`src/rtl/core/itr_pkg.sv`:
```
// itr_pkg: types, constants and table functions for the roman numeral encoder
// used by itr_ctrl, itr_datapath and integer_to_roman_encoder; no dependencies
`timescale 1ns / 1ps

package itr_pkg;

    localparam int VALUE_W  = 12;
    localparam int SYMBOL_W = 7;
    localparam int CAND_W   = 14;
    localparam int MAX_VALUE = 3999;

    // ascii codes of the numeral characters
    localparam logic [SYMBOL_W-1:0] CH_I = 7'h49;
    localparam logic [SYMBOL_W-1:0] CH_V = 7'h56;
    localparam logic [SYMBOL_W-1:0] CH_X = 7'h58;
    localparam logic [SYMBOL_W-1:0] CH_L = 7'h4C;
    localparam logic [SYMBOL_W-1:0] CH_C = 7'h43;
    localparam logic [SYMBOL_W-1:0] CH_D = 7'h44;
    localparam logic [SYMBOL_W-1:0] CH_M = 7'h4D;
    localparam logic [SYMBOL_W-1:0] CH_NONE = 7'h00;

    // decimal positions
    localparam logic [1:0] POS_UNITS     = 2'd0;
    localparam logic [1:0] POS_TENS      = 2'd1;
    localparam logic [1:0] POS_HUNDREDS  = 2'd2;
    localparam logic [1:0] POS_THOUSANDS = 2'd3;

    typedef enum logic [1:0] {
        SEL_ONE,
        SEL_FIVE,
        SEL_TEN
    } t_sel;

    typedef struct packed {
        logic load;
        logic emit_bad;
        logic digit;
        logic emit;
        logic next_pos;
    } t_cmd;

    typedef struct packed {
        logic in_bad;
        logic out_free;
        logic dig_nonzero;
        logic dig_single;
        logic rem_next_zero;
        logic pat_end;
        logic rem_zero;
    } t_status;

    // number of characters in the pattern of one decimal digit
    function automatic logic [2:0] pat_len(input logic [3:0] d);
        logic [2:0] len;
        case (d) inside
            4'd1, 4'd5:       len = 3'd1;
            4'd2, 4'd4, 4'd6, 4'd9: len = 3'd2;
            4'd3, 4'd7:       len = 3'd3;
            4'd8:             len = 3'd4;
            default:          len = 3'd0;
        endcase
        return len;
    endfunction

    // which symbol of the position stands at character idx of the pattern
    function automatic t_sel pat_sel(input logic [3:0] d, input logic [1:0] idx);
        t_sel s;
        case (d) inside
            [4'd1:4'd3]: s = SEL_ONE;
            4'd4:        s = (idx == 2'd0) ? SEL_ONE : SEL_FIVE;
            4'd5:        s = SEL_FIVE;
            [4'd6:4'd8]: s = (idx == 2'd0) ? SEL_FIVE : SEL_ONE;
            4'd9:        s = (idx == 2'd0) ? SEL_ONE : SEL_TEN;
            default:     s = SEL_ONE;
        endcase
        return s;
    endfunction

    function automatic logic [SYMBOL_W-1:0] pos_symbol(input logic [1:0] pos, input t_sel s);
        logic [SYMBOL_W-1:0] ch;
        case (pos)
            POS_UNITS:    ch = (s == SEL_ONE) ? CH_I : ((s == SEL_FIVE) ? CH_V : CH_X);
            POS_TENS:     ch = (s == SEL_ONE) ? CH_X : ((s == SEL_FIVE) ? CH_L : CH_C);
            POS_HUNDREDS: ch = (s == SEL_ONE) ? CH_C : ((s == SEL_FIVE) ? CH_D : CH_M);
            default:      ch = CH_M;
        endcase
        return ch;
    endfunction

    // k times the weight of a position; k is always an elaboration constant
    function automatic logic [CAND_W-1:0] pos_mult(input logic [1:0] pos, input int k);
        logic [CAND_W-1:0] m;
        case (pos)
            POS_UNITS:    m = CAND_W'(k);
            POS_TENS:     m = CAND_W'(k * 10);
            POS_HUNDREDS: m = CAND_W'(k * 100);
            default:      m = CAND_W'(k * 1000);
        endcase
        return m;
    endfunction

endpackage

```
`src/rtl/core/itr_ctrl.sv`:
```
// itr_ctrl: sequencing state machine of the roman numeral encoder
// depends on itr_pkg for the command and status structs
`timescale 1ns / 1ps

module itr_ctrl
    import itr_pkg::*;
(
    input  logic    i_clk,
    input  logic    i_rst_n,
    input  logic    i_valid,
    input  t_status i_status,
    output t_cmd    o_cmd,
    output logic    o_stall
);

    typedef enum logic [1:0] {
        ST_IDLE,
        ST_BAD,
        ST_DIGIT,
        ST_EMIT
    } t_state;

    t_state r_state, n_state;
    logic   r_stall;

    always_comb begin
        n_state = r_state;
        o_cmd   = '0;
        case (r_state)
            ST_IDLE: begin
                if (i_valid) begin
                    o_cmd.load = 1'b1;
                    n_state = i_status.in_bad ? ST_BAD : ST_DIGIT;
                end
            end
            ST_BAD: begin
                if (i_status.out_free) begin
                    o_cmd.emit_bad = 1'b1;
                    n_state = ST_IDLE;
                end
            end
            ST_DIGIT: begin
                if (i_status.out_free) begin
                    o_cmd.digit = 1'b1;
                    if (i_status.dig_nonzero && !i_status.dig_single) begin
                        n_state = ST_EMIT;
                    end else if (i_status.rem_next_zero) begin
                        n_state = ST_IDLE;
                    end else begin
                        o_cmd.next_pos = 1'b1;
                    end
                end
            end
            ST_EMIT: begin
                if (i_status.out_free) begin
                    o_cmd.emit = 1'b1;
                    if (i_status.pat_end) begin
                        if (i_status.rem_zero) begin
                            n_state = ST_IDLE;
                        end else begin
                            o_cmd.next_pos = 1'b1;
                            n_state = ST_DIGIT;
                        end
                    end
                end
            end
            default: begin
                n_state = ST_IDLE;
            end
        endcase
    end

    always_ff @(posedge i_clk) begin
        if (!i_rst_n) begin
            r_state <= ST_IDLE;
            r_stall <= 1'b0;
        end else begin
            r_state <= n_state;
            r_stall <= (n_state != ST_IDLE);
        end
    end

    assign o_stall = r_stall;

endmodule

```
`src/rtl/core/itr_datapath.sv`:
```
// itr_datapath: remainder, digit and pattern registers plus the output register
// depends on itr_pkg for tables, command and status structs
`timescale 1ns / 1ps

module itr_datapath
    import itr_pkg::*;
(
    input  logic                i_clk,
    input  logic                i_rst_n,
    input  logic [VALUE_W-1:0]  i_value,
    input  logic                i_stall,
    input  t_cmd                i_cmd,
    output t_status             o_status,
    output logic                o_valid,
    output logic [SYMBOL_W-1:0] o_symbol,
    output logic                o_last,
    output logic                o_invalid
);

    logic [VALUE_W-1:0]  r_rem;
    logic [1:0]          r_pos;
    logic [3:0]          r_digit;
    logic [1:0]          r_idx;
    logic                r_valid;
    logic [SYMBOL_W-1:0] r_symbol;
    logic                r_last;
    logic                r_invalid;

    logic [CAND_W-1:0]   cand [10];
    logic [3:0]          dig;
    logic [VALUE_W-1:0]  rem_next;
    logic [2:0]          dig_len;
    logic [2:0]          cur_len;
    logic [SYMBOL_W-1:0] first_ch;
    logic [SYMBOL_W-1:0] emit_ch;

    // digit of the current position by parallel compares against its multiples
    always_comb begin
        dig = 4'd0;
        for (int k = 0; k < 10; k++) begin
            cand[k] = pos_mult(r_pos, k);
        end
        for (int k = 1; k < 10; k++) begin
            if ({{(CAND_W-VALUE_W){1'b0}}, r_rem} >= cand[k]) begin
                dig = 4'(k);
            end
        end
    end

    assign rem_next = r_rem - cand[dig][VALUE_W-1:0];
    assign dig_len  = pat_len(dig);
    assign cur_len  = pat_len(r_digit);
    assign first_ch = pos_symbol(r_pos, pat_sel(dig, 2'd0));
    assign emit_ch  = pos_symbol(r_pos, pat_sel(r_digit, r_idx));

    always_comb begin
        o_status.in_bad        = (i_value == '0) || (i_value > VALUE_W'(MAX_VALUE));
        o_status.out_free      = !r_valid || !i_stall;
        o_status.dig_nonzero   = (dig != 4'd0);
        o_status.dig_single    = (dig_len == 3'd1);
        o_status.rem_next_zero = (rem_next == '0);
        o_status.pat_end       = ({1'b0, r_idx} == (cur_len - 3'd1));
        o_status.rem_zero      = (r_rem == '0);
    end

    always_ff @(posedge i_clk) begin
        if (i_cmd.load) begin
            r_rem <= i_value;
            r_pos <= POS_THOUSANDS;
        end
        if (i_cmd.digit) begin
            r_digit <= dig;
            r_rem   <= rem_next;
            r_idx   <= 2'd1;
        end
        if (i_cmd.emit) begin
            r_idx <= r_idx + 2'd1;
        end
        if (i_cmd.next_pos) begin
            r_pos <= r_pos - 2'd1;
        end
    end

    // output register, one character at a time
    always_ff @(posedge i_clk) begin
        if (!i_rst_n) begin
            r_valid <= 1'b0;
        end else if (i_cmd.emit_bad || i_cmd.emit || (i_cmd.digit && dig != 4'd0)) begin
            r_valid <= 1'b1;
        end else if (!i_stall) begin
            r_valid <= 1'b0;
        end
    end

    always_ff @(posedge i_clk) begin
        if (i_cmd.emit_bad) begin
            r_symbol  <= CH_NONE;
            r_last    <= 1'b1;
            r_invalid <= 1'b1;
        end else if (i_cmd.digit && dig != 4'd0) begin
            r_symbol  <= first_ch;
            r_last    <= (dig_len == 3'd1) && (rem_next == '0);
            r_invalid <= 1'b0;
        end else if (i_cmd.emit) begin
            r_symbol  <= emit_ch;
            r_last    <= o_status.pat_end && (r_rem == '0);
            r_invalid <= 1'b0;
        end
    end

    assign o_valid   = r_valid;
    assign o_symbol  = r_symbol;
    assign o_last    = r_last;
    assign o_invalid = r_invalid;

endmodule

```
`src/rtl/core/integer_to_roman_encoder.sv`:
```
// integer_to_roman_encoder: one request in, its roman numeral out one character per cycle while
//   the output does not stall and no zero digit is being skipped; a request is loaded in the idle
//   state, then each digit state skips a zero digit or loads a character into the output register;
//   a new request is accepted only after its last character is loaded; 3888 gives the longest
//   numeral, and zero or out-of-range requests give a single invalid character
// synchronous active-low reset clears control and r_valid; uses itr_pkg, itr_ctrl, itr_datapath
`timescale 1ns / 1ps

module integer_to_roman_encoder
    import itr_pkg::*;
(
    input  logic                i_clk,
    input  logic                i_rst_n,
    input  logic                i_valid,
    output logic                o_stall,
    input  logic [VALUE_W-1:0]  i_value,
    output logic                o_valid,
    input  logic                i_stall,
    output logic [SYMBOL_W-1:0] o_symbol,
    output logic                o_last,
    output logic                o_invalid
);

    t_cmd    cmd;
    t_status status;

    itr_ctrl u_ctrl (
        .i_clk    (i_clk),
        .i_rst_n  (i_rst_n),
        .i_valid  (i_valid),
        .i_status (status),
        .o_cmd    (cmd),
        .o_stall  (o_stall)
    );

    itr_datapath u_datapath (
        .i_clk     (i_clk),
        .i_rst_n   (i_rst_n),
        .i_value   (i_value),
        .i_stall   (i_stall),
        .i_cmd     (cmd),
        .o_status  (status),
        .o_valid   (o_valid),
        .o_symbol  (o_symbol),
        .o_last    (o_last),
        .o_invalid (o_invalid)
    );

    // an invalid result is a lone zero character
    a_invalid_form: assert property (@(posedge i_clk) disable iff (!i_rst_n)
        o_valid && o_invalid |-> o_last && (o_symbol == CH_NONE))
        else $error("invalid result not a single zero character");

    // a valid result carries a numeral letter
    a_letter: assert property (@(posedge i_clk) disable iff (!i_rst_n)
        o_valid && !o_invalid |-> (o_symbol == CH_I) || (o_symbol == CH_V) ||
            (o_symbol == CH_X) || (o_symbol == CH_L) || (o_symbol == CH_C) ||
            (o_symbol == CH_D) || (o_symbol == CH_M))
        else $error("result symbol is not a numeral letter");

    // an accepted request keeps the input stalled while it is worked on
    a_busy_after_accept: assert property (@(posedge i_clk) disable iff (!i_rst_n)
        i_valid && !o_stall |=> o_stall)
        else $error("input not stalled after accepting a request");

    // a new character is only loaded when the output register is free
    a_no_overwrite: assert property (@(posedge i_clk) disable iff (!i_rst_n)
        o_valid && i_stall |=> o_valid && $stable(o_symbol) && $stable(o_last))
        else $error("pending result overwritten");

endmodule

```
`config.mk`:
```
export PLATFORM = sky130hd
export DESIGN_NAME = integer_to_roman_encoder
export DESIGN_NICKNAME = d
export VERILOG_FILES = /design/src/rtl/core/itr_pkg.sv /design/src/rtl/core/itr_ctrl.sv /design/src/rtl/core/itr_datapath.sv /design/src/rtl/core/integer_to_roman_encoder.sv
export SDC_FILE = /design/constraint.sdc
export NUM_CORES = 1
export LEC_CHECK = 0
export ABC_AREA = 1
export BUFFER_PORTS_ARGS = -buffer_cell sky130_fd_sc_hd__clkbuf_2
export CELL_PAD_IN_SITES_DETAIL_PLACEMENT = 0
export CELL_PAD_IN_SITES_GLOBAL_PLACEMENT = 1
export CORE_MARGIN = 10
export CORE_UTILIZATION = 48
export CTS_CLUSTER_DIAMETER = 80
export CTS_CLUSTER_SIZE = 12
export DETAILED_ROUTE_END_ITERATION = 10
export PLACE_DENSITY_LB_ADDON = 0.05
export SLEW_MARGIN = 5
export SYNTH_ARGS = -nofsm -noshare
export SYNTH_HDL_FRONTEND = slang
export SYNTH_SLANG_ARGS = --single-unit
```
`constraint.sdc`:
```
create_clock -name i_clk -period 12.4 [get_ports i_clk]
set_input_delay 0.62 -clock i_clk [delete_from_list [all_inputs] [get_ports i_clk]]
set_output_delay 0.62 -clock i_clk [all_outputs]
set_load 0.1 [all_outputs]
```
# Yosys cells after proc, flatten, opt, wreduce, memory -nomap -nowiden
# Cells that the tools add are included.
[op_classes] n_lt_le_gt_ge=19 n_reduce_logical=35 n_eq_ne=28 mux=92 add_sub_neg=4 n_bitwise=1
[ops] operator="13-bit case mux with 3 select lines" n=4
[ops] operator="12-bit case mux with 3 select lines" n=2
[ops] operator="14-bit binary-select mux with 4-bit select" n=1
[ops] operator="7-bit two-way mux" n=8
[ops] operator="12-bit by 13-bit >= comparator with 1-bit output" n=4
[ops] operator="2-bit two-way mux" n=25
[ops] operator="12-bit two-way mux" n=4
[ops] operator="14-bit case mux with 3 select lines" n=1
[ops] operator="7-bit case mux with 3 select lines" n=2
[ops] operator="12-bit zero test" n=3
[ops] operator="3-bit two-way mux" n=12
[ops] operator="11-bit case mux with 3 select lines" n=1
[ops] operator="4-bit by 3-bit equality test with 1-bit output, second input constant" n=8
[ops] operator="4-bit two-way mux" n=8
[ops] operator="10-bit case mux with 3 select lines" n=1
[ops] operator="12-bit >= comparator" n=2
[ops] operator="1-bit two-way mux" n=21
[ops] operator="4-bit by 2-bit equality test with 1-bit output, second input constant" n=4
[ops] operator="4-bit equality test, second input constant" n=4
[ops] operator="12-bit by 14-bit >= comparator with 1-bit output" n=1
[ops] operator="12-bit by 10-bit >= comparator with 1-bit output" n=1
[ops] operator="12-bit by 11-bit >= comparator with 1-bit output" n=1
[ops] operator="12-bit > comparator, second input constant" n=1
[ops] operator="12-bit subtractor" n=1
[ops] operator="25 further kinds" n=59
[word_totals] word_cells=189 output_inout_bits=11 inputBits=16 regBits=33

# Depth between registers and ports, before layout
# Gate-level depths: netlist of run 1.
[logic_depth] ltp_word=24 ltp_mapped=44 ltp_nobuf=43

# Cells and area by module
# Synthesis of run 1 repeated with hierarchy kept, for this count alone.
[unflattened] hier_cells=763 hier_area_um2=4788.3
[modules_own_cells] mod="itr_datapath" n_inst=1 cells_each=721 seq_area_each_um2=780.7 area_each_um2=4558.1
[modules_own_cells] mod="itr_ctrl" n_inst=1 cells_each=42 seq_area_each_um2=60.1 area_each_um2=230.2

# Worst setup path after synthesis of run 1
# Ideal clock, no wire load.
[synth_timing] path_kind="reg-to-reg" startpoint="register u_datapath.r_pos[0]" endpoint="register u_datapath.r_pos[0] (enable)" t_arrival_ns=5.271 setup_ns=0.300 required_time_ns=12.100 setup_slack_ns=6.829 period_less_slack_ns=5.571 path_buffers=1 stages_incl_launch_ff=41 path_cell_list="edfxtp_1 inv_1 ha_1 inv_1 a21oi_1 inv_1 ha_1 nand2_1 nand2_1 nand3_1 nand2_1 nand3_1 nand3_1 nor2_1 nand2_1 nand2_1 nand2_1 nand2_1 [5 not listed] nand2_1 o221ai_1 nand2_1 ha_1 nand3b_1 and2_1 o21ai_0 a21boi_0 o21ai_0 a21oi_1 o21bai_1 xor2_1 inv_1 nand3_1 nand2_2 nand2_1 nand3b_1 nand3_1"
[synth_between] elab_chain_cells=24 word_cells_on_any_way=61 classes_between="add/sub: 1; order compare: 9; eq/ne: 12; mux: 29; bitwise: 1; reduce/logical: 9"
[synth_lines] item="from (decl)" line_no="itr_datapath.sv:21" rtl="logic [1:0] r_pos;"
[synth_lines] item="from (signal assigned)" line_no="itr_datapath.sv:80" rtl="r_pos <= r_pos - 2'd1;"
[synth_lines] item="2-bit equality test (tied with other cells)" line_no="itr_pkg.sv:93" rtl="case (pos)"
[synth_lines] item="10-bit case mux with 3 select lines" line_no="itr_pkg.sv:93"
[synth_lines] item="12-bit by 10-bit >= comparator with 1-bit output" line_no="itr_datapath.sv:44" rtl="if ({{(CAND_W-VALUE_W){1'b0}}, r_rem} >= cand[k]) begin"
[synth_lines] item="1-bit two-way mux" line_no="itr_datapath.sv:44"
[synth_lines] item="2-bit two-way mux (2 in series)" line_no="itr_datapath.sv:44"
[synth_lines] item="3-bit two-way mux (4 in series)" line_no="itr_datapath.sv:44"
[synth_lines] item="4-bit two-way mux" line_no="itr_datapath.sv:44"
[synth_lines] item="4-bit two-way mux *" line_no="itr_datapath.sv:44"
[synth_lines] item="named net u_datapath.dig[0]" line_no="itr_datapath.sv:30" rtl="logic [3:0] dig;"
[synth_lines] item="branches (longest 8 deep; another with 12-bit subtractor)"
[synth_lines] item="1-bit two-way mux *" line_no="itr_ctrl.sv:45" rtl="if (i_status.dig_nonzero && !i_status.dig_single) begin"
[synth_lines] item="1-bit two-way mux *" line_no="itr_ctrl.sv:43" rtl="if (i_status.out_free) begin"
[synth_lines] item="1-bit case mux with 2 select lines *" line_no="itr_ctrl.sv:29" rtl="case (r_state)"
[synth_lines] item="2-bit nonzero test (no line) *"
# Mark *: on every way through the listed nets, which the timed path passes. The select of a mux whose other input is x is not followed.
# A chain may end at the register's enable or synchronous reset.

# Worst setup path in the final report of run 1
[layout_timing] startpoint="register u_datapath.r_pos[0]" endpoint="register u_datapath.r_pos[1] (enable)"
[layout_between] elab_chain_cells=24 word_cells_on_any_way=61 classes_between="add/sub: 1; order compare: 9; eq/ne: 12; mux: 29; bitwise: 1; reduce/logical: 9"
[layout_lines] item="branches (longest 20 deep; another with 12-bit by 10-bit >= comparator with 1-bit output)"
[layout_lines] item="1-bit two-way mux *" line_no="itr_ctrl.sv:45"
[layout_lines] item="1-bit two-way mux *" line_no="itr_ctrl.sv:43"
[layout_lines] item="1-bit case mux with 2 select lines *" line_no="itr_ctrl.sv:29"
[layout_lines] item="2-bit nonzero test (no line) *"
# Every way passes the cells marked *. The select of a mux whose other input is x is not followed.

==> impl_metrics.env, run 1 <==
export IMPL_cap_violations=0
export IMPL_fin_hold_ws_ns=0.446
export IMPL_grt_pass1_wl_mm=22.3
export IMPL_syn_nets=761
export IMPL_cts_sinks=32
export IMPL_fin_area_mm2=0.00474
export IMPL_cts_buffers_inserted=5
export IMPL_hold_path_class="register to register"
export IMPL_crit_required_ns=12.39
export IMPL_tns_ns=0
export IMPL_fin_crit_ns=6.86
export IMPL_clock_path_buffers=2
export IMPL_slew_headroom_pct=56.5
export IMPL_hold_violations=0
export IMPL_fp_dieW_um=116
export IMPL_grt_max_degree=23
export IMPL_postSynthAreaPerCell_um2=6.46
export IMPL_dr_first_iter_drc_count=381
export IMPL_finalCritPeriodShare_pct=55.3
export IMPL_clk_pin_slew_worst_paths_ns=0.07
export IMPL_cts_hold_buf=0
export IMPL_cts_root_buf="clkbuf_8"
export IMPL_ant_nets=0
export IMPL_grt_busiest_layer="met2"
export IMPL_num_vias=4644
export IMPL_worst_pin_slew_ns=0.653
export IMPL_finalNetCount=786
export IMPL_cpMaxStageDelayCell="edfxtp_1"
export IMPL_fill_cells=970
export IMPL_cts_max_level=2
export IMPL_drv_slew=0
export IMPL_drive_gt1_share_pct=10.2
export IMPL_gp_congestion=0.972
export IMPL_diodes=0
export IMPL_crit_family="simple AND/OR/NAND/NOR gates"
export IMPL_grt_overflow=0
export IMPL_routed_wl_mm=13.5
export IMPL_grt_pass1_vias=4426
export IMPL_gr_usage_met2_pct=33.1
export IMPL_core_mm2=0.00911
export IMPL_ys_types=51
export IMPL_worst_path_buf_inv=5
export IMPL_worstSetupEndpointType="register"
export IMPL_netlist_instances=687
export IMPL_crit_path_frequent_cell="nand2_1"
export IMPL_seqCellArea_um2=841
export IMPL_drcViolationCount=0
export IMPL_die_h_um=116
export IMPL_syn_area_mm2=0.00444
export IMPL_cts_tree="built"
export IMPL_placed_cell_area_mm2=0.00465
export IMPL_synth_seq_cells=32
export IMPL_ioPinCount=27
export IMPL_start_util_pct=48.7
export IMPL_worstSkewPairLatency_ns=0.29
export IMPL_io_buffers=25
export IMPL_die_area_mm2=0.0135
export IMPL_postCtsResizedCells=0
export IMPL_fmax_mhz=146
export IMPL_areaGrowthSynthToFinish_pct=6.91
export IMPL_slowest_delay_ns=0.55
export IMPL_rsz0062_at_grt="false"
export IMPL_skew_ns=0.00578
export IMPL_ys_warnings_count=0
export IMPL_status="complete, no violations"
export IMPL_firstDrtPassIters=5
export IMPL_yosysSeqAreaShare_pct=19.0
export IMPL_crit_path_max_fanout=16
export IMPL_worstSetupStartpointType="register"
export IMPL_post_cts_setup_buffer_count=0
export IMPL_wl_per_cell_um=16.4
export IMPL_multi_input_area_mm2=0.00317
export IMPL_grt_use_met3_pct=3.60
export IMPL_crit_type="register to register"
export IMPL_grt_antenna_before_repair=0
export IMPL_num_rows=35
export IMPL_arrival_ns=6.85
export IMPL_viasPerCell=5.64
export IMPL_global_route_usage_met1_pct=27.2
export IMPL_grtUsageTotal_pct=20.7
export IMPL_finalSetupViolations=0
export IMPL_dpl_hpwl_mm=11.3
-- worst reg2reg max path, delay by kind of cell, from the launching register on --
kind                     cells  cell delay [ns]
AND/OR/NAND/NOR             22             1.94
buffers and inverters        5             1.02
adder cells (fa/ha/maj)      3             1.15
XOR/XNOR                     1             0.20
flip-flops                   1             0.55
AO/OA/AOI/OAI                8             1.70
-- cell families (layout without fill, tap and decap cells) --
| family | count (synthesis) | after routing | synth area share [%] |
|---|---|---|---|
| AOI/OAI and AO/OA | 115 | 115 | 14.8 |
| xor gates and xnor gates | 13 | 13 | 2.57 |
| adders and majority gates | 58 | 58 | 16.5 |
| buffers and inverters | 104 | 130 | 9.48 |
| DFF | 32 | 32 | 19.0 |
| other | 1 | 1 | 0.0845 |
| and+or+nand+nor | 364 | 364 | 37.6 |
-- cells in the mapped netlist, drive strengths merged --
cell type,number,share of area (%)
nand3b,4,0.68
buf,5,0.96
and3,3,0.42
edfxtp,20,14
o31ai,1,0.17
ha,57,16
inv,95,8.2
a21boi,2,0.34
o211a,1,0.23
a21o,2,0.34
a31oi,1,0.14
nor2,78,7.9
nor4,7,0.99
o22ai,2,0.28
fa,1,0.45
and2,1,0.14
o21ai,46,5.3
o221ai,3,0.59
a211oi,1,0.17
o311ai,1,0.20
nand4,10,1.6
clkbuf,2,0.17
clkinv,2,0.20
o211ai,7,1.2
xor2,8,1.6
nand2,196,18
xnor2,5,0.99
a21oi,42,4.7
o21bai,3,0.51
conb,1,0.085
nand3,52,6.1
dfxtp,12,5.4
nor3,12,1.6
or2,1,0.14
o2111ai,3,0.59
-- layout make-up --
class / count / share of cell area [%]
flip-flops and latches: 32 / 17.7
multi-input cells: 551 / 66.9
well taps: 111 / 2.93
inverters: 97 / 7.81
repair buffers: 25 / 2.64
clock inverters: 1 / 0.132
clock buffers: 7 / 1.82
-- sequential cells by signal (all words and copies together) (netlist names) --
register	cells
u_datapath.r_pos	2
u_datapath.r_idx	2
u_datapath.o_symbol	6
u_ctrl.r_state	2
u_datapath.o_last	1
u_datapath.r_digit	4
u_datapath.o_valid	1
u_datapath.o_invalid	1
u_datapath.r_rem	12
u_ctrl.o_stall	1
-- cell usage in the layout, fill, tap and decap left out, drive strengths merged, types with 3 or more instances in the layout --
master | netlist | final
o211ai | 7 | 7
o2111ai | 3 | 3
o21ai | 46 | 46
ha | 57 | 57
inv | 95 | 96
o21bai | 3 | 3
nor4 | 7 | 7
edfxtp | 20 | 20
clkbuf | 2 | 32
nand2 | 196 | 196
nand3 | 52 | 52
nor2 | 78 | 78
dfxtp | 12 | 12
a21oi | 42 | 42
o221ai | 3 | 3
xnor2 | 5 | 5
nor3 | 12 | 12
and3 | 3 | 3
nand4 | 10 | 10
xor2 | 8 | 8
nand3b | 4 | 4
-- through the flow --
stage | util, % | cells | setup slack (ns)
final | 52.1 | 824 | 5.54
after global routing | 52.1 | 824 | 4.70
after CTS | 52.1 | 824 | 5.56
after global placement | 51.0 | 816 | 5.70
after floorplan | - | 687 | 6.83
after detailed placement | 51.0 | 816 | 5.58
-- path summary, 6_finish.rpt --
path,startpoint,to,slack (ns),cells after the start
max,u_datapath.r_pos[0],u_datapath.r_pos[1],5.54,39
min,u_datapath.o_invalid,u_datapath.o_invalid,0.45,2
max reg2reg,u_datapath.r_pos[0],u_datapath.r_pos[1],5.54,39
min reg2reg,u_datapath.o_invalid,u_datapath.o_invalid,0.45,2
-- per-layer routing --
| layer | wire, um | up-vias |
|---|---|---|
| li1 | - | 2348 |
| met1 | 6210 | 2122 |
| met2 | 6040 | 146 |
| met3 | 893 | 28 |
| met4 | 410 | 0 |
| met5 | 0 | - |
Power of run 1 is left out: the tool's default activity adds up to more than one toggle a clock period on the data nets, which glitch-free logic cannot reach.
==> inputs of run 2 (changes only) <==
--- a/config.mk
+++ b/config.mk
@@ -10,7 +10,7 @@
 export CELL_PAD_IN_SITES_DETAIL_PLACEMENT = 0
 export CELL_PAD_IN_SITES_GLOBAL_PLACEMENT = 1
 export CORE_MARGIN = 10
-export CORE_UTILIZATION = 48
+export CORE_UTILIZATION = 40
 export CTS_CLUSTER_DIAMETER = 80
 export CTS_CLUSTER_SIZE = 12
 export DETAILED_ROUTE_END_ITERATION = 10
==> constraint.sdc (replaced) <==
create_clock -name i_clk -period 6.03 [get_ports i_clk]
set_input_delay 0.3015 -clock i_clk [delete_from_list [all_inputs] [get_ports i_clk]]
set_output_delay 0.3015 -clock i_clk [all_outputs]
set_load 0.1 [all_outputs]
==> run 2 against run 1 <==
Core utilization shrank 4.2 points. Hold slack lost 0.22 ns. Highest routed layer unchanged. Wire length grew 10%. Critical path type unchanged. Fmax grew 19%. Setup slack lost 5.3 ns. Global-route usage shrank 2.6 points. Final cell count grew 8.6%.
==> impl_metrics.env, run 2 (synthesized netlist as in run 1, its figures left out) <==
export IMPL_status="complete, no violations"
export IMPL_cap_violations=0
export IMPL_fp_dieW_um=125
export IMPL_slew_headroom_pct=56.8
export IMPL_viasPerCell=5.47
export IMPL_min_to="u_ctrl.r_state[1]"
export IMPL_multi_input_area_mm2=0.00324
export IMPL_drive_gt1_share_pct=17.4
export IMPL_worstSkewPairLatency_ns=0.30
export IMPL_cts_tree="built"
export IMPL_cpMaxStageDelayCell="edfxtp_1"
export IMPL_grt_max_degree=23
export IMPL_finalCritPeriodShare_pct=95.2
export IMPL_die_area_mm2=0.0157
export IMPL_fin_crit_ns=5.74
export IMPL_cts_hold_buf=0
export IMPL_crit_type="register to register"
export IMPL_hold_depth=3
export IMPL_fin_area_mm2=0.00519
export IMPL_final_util_pct=47.9
export IMPL_skew_ns=0.00453
export IMPL_dpl_hpwl_mm=12.3
export IMPL_grtUsageTotal_pct=18.1
export IMPL_die_h_um=125
export IMPL_num_vias=4898
export IMPL_io_buffers=25
export IMPL_areaGrowthSynthToFinish_pct=17.0
export IMPL_routed_wl_mm=15.0
export IMPL_seqCellArea_um2=841
export IMPL_arrival_ns=5.80
export IMPL_cts_max_level=2
export IMPL_grt_pass1_wl_mm=23.7
export IMPL_slowest_delay_ns=0.42
export IMPL_crit_family="simple AND/OR/NAND/NOR gates"
export IMPL_largest_register="u_datapath.r_rem"
export IMPL_hold_violations=0
export IMPL_crit_required_ns=6.09
export IMPL_crit_cells=38
export IMPL_reg2reg_from="u_datapath.r_pos[0]"
export IMPL_grt_antenna_before_repair=0
export IMPL_reg2regPathDepth=38
export IMPL_largest_reg_flops=12
export IMPL_crit_path_max_fanout=11
export IMPL_worst_hold_startpoint="i_rst_n"
export IMPL_diodes=0
export IMPL_cts_buffers_inserted=5
export IMPL_fmax_mhz=174
export IMPL_start_util_pct=40.9
export IMPL_placed_cell_area_mm2=0.00492
export IMPL_r2r_end="u_datapath.r_pos[1]"
export IMPL_drcViolationCount=0
export IMPL_setup_ws_ns=0.289
export IMPL_hold_path_class="input pin to register"
export IMPL_gp_congestion=1.01
export IMPL_worstSetupEndpointType="register"
export IMPL_mostFrequentLayoutCell="nand2_1"
export IMPL_crit_path_frequent_cell="nand2_1"
export IMPL_grt_pass1_vias=4540
export IMPL_dp_worst_setup_slack_ns=-0.122
export IMPL_core_mm2=0.0108
export IMPL_worstSetupStartpointType="register"
export IMPL_wl_per_cell_um=16.7
export IMPL_clock_path_buffers=2
export IMPL_final_cell_mix="nand2_1 (180), inv_1 (82), nor2_1 (68), ha_1 (54), nand3_1 (49)"
export IMPL_ant_nets=0
export IMPL_worst_path_buf_inv=4
export IMPL_finalNetCount=828
export IMPL_cts_sinks=32
export IMPL_cts_root_buf="clkbuf_8"
export IMPL_num_rows=38
export IMPL_firstDrtPassIters=6
export IMPL_dr_first_iter_drc_count=524
export IMPL_drv_slew=0
export IMPL_finalSetupViolations=0
export IMPL_tns_ns=0
export IMPL_clk_pin_slew_worst_paths_ns=0.08
export IMPL_ioPinCount=27
export IMPL_rrSetupSlack_ns=0.29
export IMPL_fill_cells=1145
export IMPL_worst_pin_slew_ns=0.647
export IMPL_grt_overflow=0
run 2: cell count changes in the layout (fill, tap and decap cells not counted), moves of 4 or more:
cell and change:
a21oi_1 -4, buf_4 +39, inv_1 -5, o21ai_0 -5
o21ai_1 +4
run 2: worst max-delay path by stage:
stage,start,to,slack (ns)
5_1_grt,u_datapath.r_pos[0],u_datapath.r_pos[1],-0.05
6_report,u_datapath.r_pos[0],u_datapath.r_pos[1],0.29
3_5_place_dp,u_datapath.r_pos[1],u_datapath.r_pos[1],-0.12
2_1_floorplan,u_datapath.r_pos[0],u_datapath.r_pos[0],0.46
3_3_place_gp,u_datapath.r_pos[0],u_datapath.r_pos[1],-0.006
4_1_cts,u_datapath.r_pos[1],u_datapath.r_pos[1],0.04
run 2: through the flow:
stage | cells | hold WS, ns
floorplan | 687 | 0.406
global placement | 876 | 0.427
detailed placement | 876 | 0.432
CTS | 884 | 0.227
global route | 895 | 0.236
finish | 895 | 0.231
run 2: worst register-to-register path: cells and delay by family (launching register included):
family | cells | cell delay [ns]
AND/OR/NAND/NOR | 20 | 2.12
XOR/XNOR | 1 | 0.24
buffers and inverters | 4 | 0.55
adder cells (fa/ha/maj) | 3 | 0.83
flip-flops | 1 | 0.42
AO/OA/AOI/OAI | 10 | 1.33
run 2: area by class of cell:
class	count	area share [%]
Sequential cell	32	16.2
Timing Repair inverter	1	0.0965
Tap cell	140	3.38
Timing Repair Buffer	66	8.49
Clock inverter	2	0.313
Multi-Input combinational cell	551	62.5
Inverter	97	7.26
Clock buffer	6	1.81
run 2: timing repair:
action / CTS / global route
endpoints found under the setup margin: 6 / 8
gates cloned: 0 / 1
resized for setup: 2 / 26
setup buffers: 0 / 10
pin swaps: 0 / 8
run 2: metal layers:
metal  GRT usage [%]  vias to the layer above  part of all wire (%)
met3            2.96                       33                   6.1
li1                -                     2434                     -
met4            6.10                        0                   2.7
met2            28.8                      195                    45
met5               0                        -                     0
met1            24.1                     2236                    46
Power of run 2 is left out for the same reason.
==> inputs of run 3 (changes only) <==
--- a/config.mk
+++ b/config.mk
@@ -15,6 +15,7 @@
 export CTS_CLUSTER_SIZE = 12
 export DETAILED_ROUTE_END_ITERATION = 10
 export PLACE_DENSITY_LB_ADDON = 0.05
+export SETUP_SLACK_MARGIN = 0.5
 export SLEW_MARGIN = 5
 export SYNTH_ARGS = -nofsm -noshare
 export SYNTH_HDL_FRONTEND = slang
==> run 3 against run 2 <==
Clock-buffer cell count grew 1. Global-route usage grew 1.2 points. Clock skew grew 0.0054 ns. Critical path depth shrank 5. Final cell count grew 4.4%. Via count grew 2.9%. Fmax grew 2.9%. Core utilization grew 6.5 points. First-iteration DRC count shrank 9.7%. Critical path type unchanged. Highest routed layer unchanged.
==> impl_metrics.env, run 3 (synthesized netlist as in run 1, its figures left out) <==
export IMPL_grt_use_met3_pct=3.89
export IMPL_grt_antenna_before_repair=0
export IMPL_tns_ns=0
export IMPL_final_cell_mix="nand2_1 (167), inv_1 (78), buf_4 (67), nor2_1 (62), ha_1 (45)"
export IMPL_fmax_mhz=179
export IMPL_cts_hold_buf=0
export IMPL_grtUsageTotal_pct=19.3
export IMPL_core_mm2=0.0108
export IMPL_gr_usage_met2_pct=30.5
export IMPL_gp_congestion=1.01
export IMPL_crit_end="u_datapath.r_pos[0]"
export IMPL_io_buffers=25
export IMPL_num_vias=5039
export IMPL_mostFrequentLayoutCell="nand2_1"
export IMPL_cts_sinks=32
export IMPL_clk_pin_slew_worst_paths_ns=0.07
export IMPL_finalNetCount=867
export IMPL_diodes=0
export IMPL_routed_wl_mm=16.4
export IMPL_fp_dieW_um=125
export IMPL_fin_area_mm2=0.00589
export IMPL_grt_pass1_vias=4745
export IMPL_ant_nets=0
export IMPL_slew_headroom_pct=57.4
export IMPL_r2r_end="u_datapath.r_pos[0]"
export IMPL_dp_cells=880
export IMPL_global_route_usage_met1_pct=25.3
export IMPL_wl_per_cell_um=17.5
export IMPL_worstSetupStartpointType="register"
export IMPL_rsz0062_at_grt="true"
export IMPL_largest_reg_flops=12
export IMPL_worst_pin_slew_ns=0.638
export IMPL_grt_overflow=0
export IMPL_cpMaxStageDelayCell="edfxtp_1"
export IMPL_cap_violations=0
export IMPL_reg2reg_from="u_datapath.r_pos[1]"
export IMPL_ioPinCount=27
export IMPL_die_h_um=125
export IMPL_crit_type="register to register"
export IMPL_drcViolationCount=0
export IMPL_dpl_hpwl_mm=12.6
export IMPL_viasPerCell=5.40
export IMPL_drv_slew=0
export IMPL_die_area_mm2=0.0157
export IMPL_start_util_pct=40.9
export IMPL_cts_root_buf="clkbuf_8"
export IMPL_cts_buffers_inserted=5
export IMPL_largest_register="u_datapath.r_rem"
export IMPL_cts_tree="built"
export IMPL_status="complete, no violations"
export IMPL_finalCritPeriodShare_pct=92.5
export IMPL_slowest_delay_ns=0.46
export IMPL_drive_gt1_share_pct=28.7
export IMPL_firstDrtPassIters=5
export IMPL_finalSetupViolations=0
export IMPL_grt_busiest_layer="met2"
export IMPL_fill_cells=1065
export IMPL_cts_max_level=2
export IMPL_num_rows=38
export IMPL_placed_cell_area_mm2=0.00495
export IMPL_crit_cells=33
export IMPL_areaGrowthSynthToFinish_pct=32.8
export IMPL_hold_violations=0
export IMPL_clock_path_buffers=2
export IMPL_worstSetupEndpointType="register"
export IMPL_grt_pass1_wl_mm=24.7
export IMPL_rrSetupSlack_ns=0.45
export IMPL_grt_max_degree=23
export IMPL_skew_ns=0.00991
export IMPL_final_util_pct=54.3
export IMPL_crit_path_frequent_cell="a21oi_2"
export IMPL_hold_path_class="input pin to register"
export IMPL_reg2regPathDepth=33
export IMPL_crit_path_max_fanout=6
export IMPL_worstSkewPairLatency_ns=0.31
export IMPL_dr_first_iter_drc_count=473
export IMPL_instances_no_fill=934
export IMPL_fin_crit_ns=5.58
export IMPL_crit_start="u_datapath.r_pos[1]"
export IMPL_crit_required_ns=6.09
export IMPL_arrival_ns=5.64
export IMPL_crit_family="simple AND/OR/NAND/NOR gates"
export IMPL_worst_path_buf_inv=4
[run 3: cell type report]
cell class | instances | area (um^2) | area share [%]
multi-input cells | 552 | 3590 | 61.0
repair inverters | 1 | 7.51 | 0.127
clock buffers | 7 | 97.6 | 1.66
repair buffers | 104 | 776 | 13.2
flip-flops and latches | 32 | 841 | 14.3
well taps | 140 | 175 | 2.97
inverters | 97 | 395 | 6.71
clock inverters | 1 | 5.00 | 0.0850
[run 3: worst min path at each step]
stage | start | endpoint | cells after the start
2_1_floorplan | i_rst_n | u_datapath.o_valid | 2
3_3_place_gp | u_datapath.o_invalid | u_datapath.o_invalid | 2
3_5_place_dp | u_datapath.o_invalid | u_datapath.o_invalid | 2
4_1_cts | i_rst_n | u_datapath.o_valid | 3
5_1_grt | i_rst_n | u_datapath.o_valid | 3
6_report | i_rst_n | u_datapath.o_valid | 3
[run 3: metal layers]
metal,vias up,share of wire (%)
met4,0,2.7
met5,-,0
met1,2325,45
met3,35,6.0
met2,168,47
li1,2511,-
[run 3: repair_timing]
| action | 4_1_cts | 5_1_grt |
|---|---|---|
| pin swaps | 9 | 50 |
| endpoints found under the setup margin | 8 | 9 |
| setup buffers | 15 | 29 |
| resized for setup | 27 | 94 |
| cloned | 1 | 1 |
[run 3: worst register-to-register path, delay by kind of cell, from the launching register on]
kind | cells | cell delay, ns
buffers and inverters | 4 | 0.52
AO/OA/AOI/OAI | 11 | 1.63
adder cells (fa/ha/maj) | 3 | 0.81
AND/OR/NAND/NOR | 14 | 1.68
XOR/XNOR | 1 | 0.23
flip-flops | 1 | 0.46
[run 3: stage by stage]
step | worst slack (ns) | hold slack (ns)
after floorplan | 0.552 | 0.406
after global placement | 0.193 | 0.429
after detailed placement | 0.203 | 0.436
after CTS | 0.528 | 0.218
after global routing | 0.140 | 0.229
final | 0.452 | 0.229
Power of run 3 is left out for the same reason.
